## config.mk

```make
export PLATFORM = sky130hd
export DESIGN_NAME = replica_exchange_decision
export DESIGN_NICKNAME = d
export VERILOG_FILES = /design/src/rtl/red_pkg.sv /design/src/rtl/replica_exchange_decision.sv
export SDC_FILE = /design/constraint.sdc
export NUM_CORES = 2
export LEC_CHECK = 0
export BUFFER_PORTS_ARGS = -buffer_cell sky130_fd_sc_hd__buf_2
export CAP_MARGIN = 30
export CORE_MARGIN = 2
export CORE_UTILIZATION = 50
export CTS_BUF_LIST = sky130_fd_sc_hd__clkbuf_16
export CTS_CLUSTER_DIAMETER = 80
export DETAILED_ROUTE_END_ITERATION = 7
export GPL_TIMING_DRIVEN = 0
export PLACE_DENSITY = 0.66
export SYNTH_ARGS = -nofsm -noshare
export SYNTH_HDL_FRONTEND = slang
export SYNTH_SLANG_ARGS = --single-unit
```

## constraint.sdc

```tcl
create_clock -name clk -period 23.2 [get_ports clk]
set_input_delay 4.64 -clock clk [delete_from_list [all_inputs] [get_ports clk]]
set_output_delay 4.64 -clock clk [all_outputs]
set_load 0.05 [all_outputs]
```

## src/rtl/red_pkg.sv

```systemverilog
// ----------------------------------------------------------------------------
// red_pkg
// Types and constants shared by the replica exchange decision block.
// ----------------------------------------------------------------------------
`default_nettype none
package red_pkg;
  localparam int NUM_SLOTS_DEF = 8;
  localparam int SLOT_CAP      = 8;
  localparam int BETA_W        = 16;
  localparam int ENERGY_W      = 32;
  localparam int COUNT_W       = 32;
  localparam int REP_W         = 3;
  localparam int IDX_W         = 3;
  localparam logic [15:0] BETA_RESET = 16'd4096;
  localparam logic [49:0] UNDERFLOW_T = 50'd49152;

  typedef struct packed {
    logic [2:0]  slot_index;
    logic [15:0] uniform_fraction;
    logic signed [31:0] energy_lower;
    logic signed [31:0] energy_upper;
  } in_item_t;

  typedef struct packed {
    logic [2:0]  exchanged_slot;
    logic        accepted;
    logic [2:0]  replica_lower;
    logic [2:0]  replica_upper;
    logic [31:0] count_value;
  } out_item_t;

  // reciprocal of j in Q1.32, rounded up: floor(v*R>>32) is exact for the
  // Horner operand, which stays below 3*2^28 (t < 49152, acc <= 2^30)
  function automatic logic [32:0] recip(input logic [3:0] j);
    logic [32:0] r;
    r = 33'd0;
    case (j)
      4'd1:  r = 33'h1_0000_0000;
      4'd2:  r = 33'h0_8000_0000;
      4'd3:  r = 33'h0_5555_5556;
      4'd4:  r = 33'h0_4000_0000;
      4'd5:  r = 33'h0_3333_3334;
      4'd6:  r = 33'h0_2AAA_AAAB;
      4'd7:  r = 33'h0_2492_4925;
      4'd8:  r = 33'h0_2000_0000;
      4'd9:  r = 33'h0_1C71_C71D;
      4'd10: r = 33'h0_1999_999A;
      default: r = 33'd0;
    endcase
    return r;
  endfunction
endpackage
`default_nettype wire

```

## src/rtl/replica_exchange_decision.sv

```systemverilog
// ----------------------------------------------------------------------------
// replica_exchange_decision
// Parallel tempering exchange decision: exponent, Metropolis test, swap, count.
// ----------------------------------------------------------------------------
// channel | dir | handshake          | payload
// in_     | in  | in_valid/in_stall  | red_pkg::in_item_t
// out_    | out | out_valid/out_stall| red_pkg::out_item_t
// cfg_    | in  | cfg_we             | cfg_index, cfg_data
// Full path: a bit-serial |db|*|de| product, a sign/underflow check, Horner
// (multiply, then reciprocal divide, per term), 4 squarings and a commit. With
// no exp needed (x >= 0 or underflow) Horner and squarings are skipped; a bad
// slot skips the product and the check as well.
// Reset is synchronous; no clearing pass. The input stalls while an item is
// in flight or the result waits, so only one item is handled at a time.
`default_nettype none
module replica_exchange_decision #(
  parameter int NUM_SLOTS = red_pkg::NUM_SLOTS_DEF
) (
  input  wire logic               clk,
  input  wire logic               rst_n,
  input  wire logic               in_valid,
  output logic                    in_stall,
  input  wire red_pkg::in_item_t  in_data,
  output logic                    out_valid,
  input  wire logic               out_stall,
  output red_pkg::out_item_t      out_data,
  input  wire logic               cfg_we,
  input  wire logic [2:0]         cfg_index,
  input  wire logic [15:0]        cfg_data
);
  typedef enum logic [6:0] {
    S_IDLE = 7'b0000001, S_MUL = 7'b0000010, S_SIGN = 7'b0000100,
    S_HRN = 7'b0001000, S_SQR = 7'b0010000, S_FIN = 7'b0100000,
    S_OUT = 7'b1000000
  } state_t;

  state_t state_r, state_nxt;
  logic [15:0] beta_r [red_pkg::SLOT_CAP];
  logic [2:0]  rep_r  [red_pkg::SLOT_CAP];
  logic [31:0] cnt_r  [red_pkg::SLOT_CAP];
  red_pkg::in_item_t item_r;
  red_pkg::out_item_t res_r;
  logic        ok_r;     // slot index in range
  logic [16:0] mcand_r;  // |db| shifted right one bit per cycle
  logic [49:0] prod_r;   // |db|*|de| accumulator
  logic [47:0] de_r;     // |de|, shifted left
  logic        neg_r;    // x sign
  logic [4:0]  bit_r;
  logic [3:0]  j_r;
  logic [1:0]  sq_r;
  logic [1:0]  ph_r;     // multiply phase within an exp step
  logic [30:0] acc_r;
  logic [63:0] mp_r;
  logic        acc_ok_r;

  logic [2:0] k, km1;
  logic signed [16:0] db;
  logic signed [32:0] de;
  assign k   = item_r.slot_index;
  assign km1 = k - 3'd1;
  assign db  = $signed({1'b0, beta_r[km1]}) - $signed({1'b0, beta_r[k]});
  assign de  = $signed({item_r.energy_lower[31], item_r.energy_lower}) -
               $signed({item_r.energy_upper[31], item_r.energy_upper});

  logic [15:0] zt;
  assign zt = prod_r[15:0];

  logic [31:0] mul_a;
  logic [32:0] mul_b;
  logic [63:0] mul_p;
  assign mul_p = 64'(mul_a * mul_b);

  logic [30:0] fin_e;
  logic [16:0] e16;
  assign e16   = 17'((acc_r + 31'd8192) >> 14);
  assign fin_e = {14'd0, (e16 > 17'd65535) ? 17'd65535 : e16};

  assign in_stall = (state_r != S_IDLE);
  assign out_valid = (state_r == S_OUT);
  assign out_data  = res_r;

  always_comb begin
    mul_a = 32'd0;
    mul_b = 33'd0;
    case (state_r)
      S_HRN: begin
        if (ph_r == 2'd0) begin
          mul_a = {16'd0, zt};
          mul_b = {2'd0, acc_r};
        end else begin
          mul_a = mp_r[47:16];
          mul_b = red_pkg::recip(j_r);
        end
      end
      S_SQR: begin
        mul_a = {1'b0, acc_r};
        mul_b = {2'd0, acc_r};
      end
      default: ;
    endcase
  end

  always_comb begin
    state_nxt = state_r;
    case (state_r)
      S_IDLE: if (in_valid) state_nxt = S_MUL;
      S_MUL:  if (!ok_r || bit_r == 5'd16) state_nxt = ok_r ? S_SIGN : S_FIN;
      S_SIGN: state_nxt = (!neg_r || prod_r == 50'd0 || prod_r >= red_pkg::UNDERFLOW_T)
                          ? S_FIN : S_HRN;
      S_HRN:  if (ph_r == 2'd1 && j_r == 4'd1) state_nxt = S_SQR;
      S_SQR:  if (sq_r == 2'd3) state_nxt = S_FIN;
      S_FIN:  state_nxt = S_OUT;
      S_OUT:  if (!out_stall) state_nxt = S_IDLE;
      default: state_nxt = S_IDLE;
    endcase
  end

  logic accept;
  always_comb begin
    accept = 1'b0;
    if (ok_r) begin
      if (!neg_r || prod_r == 50'd0) accept = 1'b1;
      else if (acc_ok_r) accept = ({15'd0, item_r.uniform_fraction} < fin_e);
    end
  end

  always_ff @(posedge clk) begin
    if (!rst_n) begin
      state_r <= S_IDLE;
      for (int i = 0; i < red_pkg::SLOT_CAP; i++) begin
        beta_r[i] <= red_pkg::BETA_RESET;
        rep_r[i]  <= 3'(i);
        cnt_r[i]  <= 32'd0;
      end
    end else begin
      state_r <= state_nxt;
      if (cfg_we) beta_r[cfg_index] <= cfg_data;
      case (state_r)
        S_IDLE: if (in_valid) begin
          item_r <= in_data;
          ok_r   <= (in_data.slot_index != 3'd0) &&
                    ({29'd0, in_data.slot_index} < 32'(NUM_SLOTS));
          bit_r  <= 5'd0;
          prod_r <= 50'd0;
        end
        S_MUL: begin
          if (bit_r == 5'd0) begin
            mcand_r <= db[16] ? 17'(-db) : 17'(db);
            de_r    <= {15'd0, de[32] ? 33'(-de) : 33'(de)};
            neg_r   <= db[16] ^ de[32];
            bit_r   <= 5'd1;
          end else begin
            // one multiplier bit per cycle
            if (mcand_r[0]) prod_r <= prod_r + {2'd0, de_r};
            de_r    <= de_r << 1;
            mcand_r <= mcand_r >> 1;
            bit_r   <= bit_r + 5'd1;
          end
        end
        S_SIGN: begin
          acc_r    <= 31'h4000_0000;
          j_r      <= 4'd10;
          ph_r     <= 2'd0;
          sq_r     <= 2'd0;
          acc_ok_r <= !(prod_r >= red_pkg::UNDERFLOW_T);
        end
        S_HRN: begin
          if (ph_r == 2'd0) begin
            mp_r <= mul_p;
            ph_r <= 2'd1;
          end else begin
            acc_r <= 31'h4000_0000 - 31'(mul_p[63:32]);
            j_r   <= j_r - 4'd1;
            ph_r  <= 2'd0;
          end
        end
        S_SQR: begin
          acc_r <= 31'((mul_p + 64'h2000_0000) >> 30);
          sq_r  <= sq_r + 2'd1;
        end
        S_FIN: begin
          res_r.accepted       <= accept;
          res_r.exchanged_slot <= accept ? k : 3'd0;
          if (!ok_r) begin
            res_r.replica_lower <= 3'd0;
            res_r.replica_upper <= 3'd0;
          end else if (accept) begin
            res_r.replica_lower <= rep_r[k];
            res_r.replica_upper <= rep_r[km1];
            rep_r[km1] <= rep_r[k];
            rep_r[k]   <= rep_r[km1];
          end else begin
            res_r.replica_lower <= rep_r[km1];
            res_r.replica_upper <= rep_r[k];
          end
          if (accept) begin
            if (cnt_r[k] != 32'hFFFF_FFFF) cnt_r[k] <= cnt_r[k] + 32'd1;
            res_r.count_value <= (cnt_r[k] != 32'hFFFF_FFFF) ? cnt_r[k] + 32'd1 : cnt_r[k];
          end else begin
            if (cnt_r[0] != 32'hFFFF_FFFF) cnt_r[0] <= cnt_r[0] + 32'd1;
            res_r.count_value <= (cnt_r[0] != 32'hFFFF_FFFF) ? cnt_r[0] + 32'd1 : cnt_r[0];
          end
        end
        default: ;
      endcase
    end
  end
endmodule
`default_nettype wire

```

==> flow_summary_export.csv <==
group,metric,value,unit
critical_path,crit_cells,33,
critical_path,critPathArrivalTime,14.53,ns
sta,worst_slack,9.03,ns
clock_network,cts_root_buf,"clkbuf_16",
placed_design,port_buffers,149,
floorplanning,die-area,0.152,mm2
clock_network,clock_sinks,755,
clock_network,worstSkewPairLatency,0.66,ns
floorplanning,num_rows,141,
detailed_routing,wirelength,253000,um
critical_path,cp_slowest_cell,"a22o_1",
sta,slew_headroom,0.105,
placed_design,gp_congestion,1.09,
placed_design,dp_hpwl,204000,um
floorplanning,io_pins,151,
synthesis,syn_inst,7474,
synthesis,syn_nets,8884,
synthesis,synth_ff_type,"edfxtp_1",
critical_path,r2r-start,"state_r[4]",
clock_network,cts_tree,"built",
clock_network,hold_buffers,0,
grt,grt_pass1_vias,58700,
detailed_routing,vias,58500,
detailed_routing,drtPass1Iterations,8,
critical_path,crit_family,"adder cells",
critical_path,crit_start,"state_r[4]",
critical_path,crit_fanout,10,
outcome,violations,"design-rule violations",
clock_network,cts_made_buffers,75,
detailed_routing,dr.first_iter.drc_count,6697,
sta,slew_viol_final,0,
synthesis,yosysWarnings,0,
sta,finalHoldViolations,0,
clock_network,path_clk_slew,0.06,ns
sta,worstMarginPinSlew,1.34,ns
clock_network,postCtsSetupRepairBufs,0,
floorplanning,die_h,390,um
power,vdd_drop_max,0.0780,mV
clock_network,cts_resized,0,
synthesis,synth_edf_count,726,
floorplanning,core,0.148,mm2
final_layout,fin_cells,9786,
sta,finalSetupTns,0,ns
synthesis,ys_ff_latch,755,
critical_path,setup.worst_path.end,"acc_r[25]",
power,p_per_area,50.5,mW/mm2
floorplanning,die_x,390,um
detailed_routing,wl_per_cell,25.9,um
critical_path,max_stage_delay,0.99,ns
critical_path,end_kind,"register",
synthesis,synth.distinct_cells,103,
critical_path,start_kind,"register",
clock_network,h-tree-depth,3,
clock_network,clock_path_buffers,3,
sta,rsz0062_at_grt,"no",
sta,fmax,70.6,MHz
critical_path,worstSetupPathType,"register to register",
synthesis,async_reset_ff_frac,0,
outcome,status,"finished with violations",
power,design_power_total,4.12,mW
synthesis,synth_area,0.0745,mm2
critical_path,ff2ff_path_depth,33,
grt,grt_pass1_wl,377000,um
critical_path,r2r-end,"acc_r[25]",
sta,min_period_over_period,0.611,
grt,grt_max_degree,65,
critical_path,cp_data_required_time,23.55,ns
synthesis,ys_seq_area_frac,0.300,
synthesis,syn_avg_cell_area,9.97,um2
worst_hold_path,hold_path.class,"register to register",
detailed_routing,route.detailed.drc,5,
grt,track_usage,0.335,
critical_path,crit_top_cell,"fa_1",
floorplanning,initial_core_util,0.504,
final_layout,final_cell_mix,"1,103 x inv_1, 1,047 x nor2_1, 927 x fa_1",
run,cap_violations,0,
sta,setup_viol,0,
detailed_routing,ant_nets,0,
final_layout,nets,9203,
grt,overflow,0,
critical_path,cp_num_buf_inv,5,
final_layout,final_common_cell,"inv_1",
critical_path,rrSetupSlack,9.03,ns
worst_hold_path,worstHoldStart,"mcand_r[15]",
final_layout,drive_above_1_share,0.0767,
placed_design,dpl.cell_count,9637,
final_layout,area_growth,9.33,%
sta,fin_skew,0.0236,ns
grt,antenna_found_initial,8,
detailed_routing,vias_per_cell,5.97,
sta,period_minus_slack,14.17,ns
power,p_leak,34.0,nW
final_layout,fill_cells,13100,
placed_design,place_ws,9.44,ns
## worst min-delay path by stage
stage / to / cells past startpoint
floorplan: mcand_r[0] / 2
global placement: mcand_r[15] / 2
detailed placement: mcand_r[15] / 2
CTS: mcand_r[15] / 2
global route: mcand_r[15] / 2
finish: mcand_r[14] / 2
## area by class of cell
| type | count | area [um2] | area share |
|---|---|---|---|
| Timing Repair Buffer | 242 | 1980 | 0.0244 |
| Clock buffer | 76 | 1900 | 0.0233 |
| Sequential cell | 755 | 22400 | 0.275 |
| Antenna cell | 5 | 12.5 | 0.000154 |
| Multi-Input combinational cell | 5250 | 46700 | 0.574 |
| Tap cell | 1930 | 2410 | 0.0296 |
| Buffer | 374 | 1450 | 0.0178 |
| Inverter | 1095 | 4110 | 0.0505 |
| Clock inverter | 59 | 493 | 0.00605 |
## stage by stage
stage	cell area [um2]	hold slack [ns]	utilization
floorplan	74500	0.496	-
global placement	77700	0.507	0.526
detailed placement	79000	0.512	0.534
CTS	81400	0.529	0.550
global route	81500	0.559	0.551
finish	81500	0.525	0.551
## flip-flops by register name, summed over array words and instances, names as in the netlist, named ones only
signal and count:
acc_ok_r 1, acc_r 31, beta_r 128, bit_r 5
cnt_r 256, de_r 48, item_r 80, j_r 4
k 3, mcand_r 17, mp_r 32, neg_r 1
ok_r 1, out_data 42, ph_r 1, prod_r 50
rep_r 24, sq_r 2, state_r 7
## metal layers
metal / routed length (um) / share of wire / vias up / GRT usage
met1: 97300 / 0.38 / 29300 / 0.444
met2: 113000 / 0.45 / 3205 / 0.522
met4: 15200 / 0.060 / 8 / 0.169
li1: - / - / 25300 / -
met5: 57 / 0.00023 / - / 0
met3: 27000 / 0.11 / 682 / 0.0732
## Yosys cell counts, drive strengths merged, types with 99 or more instances
cell type / n / area [um2]
nand2: 786 / 2950
nand3: 99 / 495
ha: 376 / 4700
fa: 927 / 18600
inv: 1094 / 4110
o21ai: 177 / 893
clkbuf: 324 / 1220
a21oi: 177 / 886
xnor2: 201 / 1780
a22oi: 160 / 1200
and2: 169 / 1060
edfxtp: 726 / 21800
nor2: 1051 / 3950
mux4: 102 / 2300
## worst min-delay path: cells and delay by family, from the launching register on
kind               cells  cell delay (ns)
DFF                    1             0.32
AOI/OAI and AO/OA      1             0.06
and+or+nand+nor        1             0.05
## cells by family (layout without fill, tap and decap cells)
| family | after synthesis | in the layout | synth area share |
|---|---|---|---|
| buf+inv | 1469 | 1846 | 0.0745 |
| simple gates | 2518 | 2518 | 0.149 |
| other cells | 0 | 5 | 0 |
| compound gates | 940 | 940 | 0.0855 |
| flops | 755 | 755 | 0.300 |
| xor+xnor | 297 | 297 | 0.0352 |
| fa+ha+maj | 1303 | 1303 | 0.312 |
| mux | 192 | 192 | 0.0432 |
## report_power, final
part / leakage [nW] / internal, mW / switching [mW] / total [mW]
Combinational: 25.5 / 0.493 / 0.758 / 1.25
Clock: 1.19 / 0.669 / 0.548 / 1.22
Sequential: 7.25 / 1.60 / 0.0496 / 1.65
Total: 34.0 / 2.76 / 1.36 / 4.12
(Power assumes the default switching activity.)
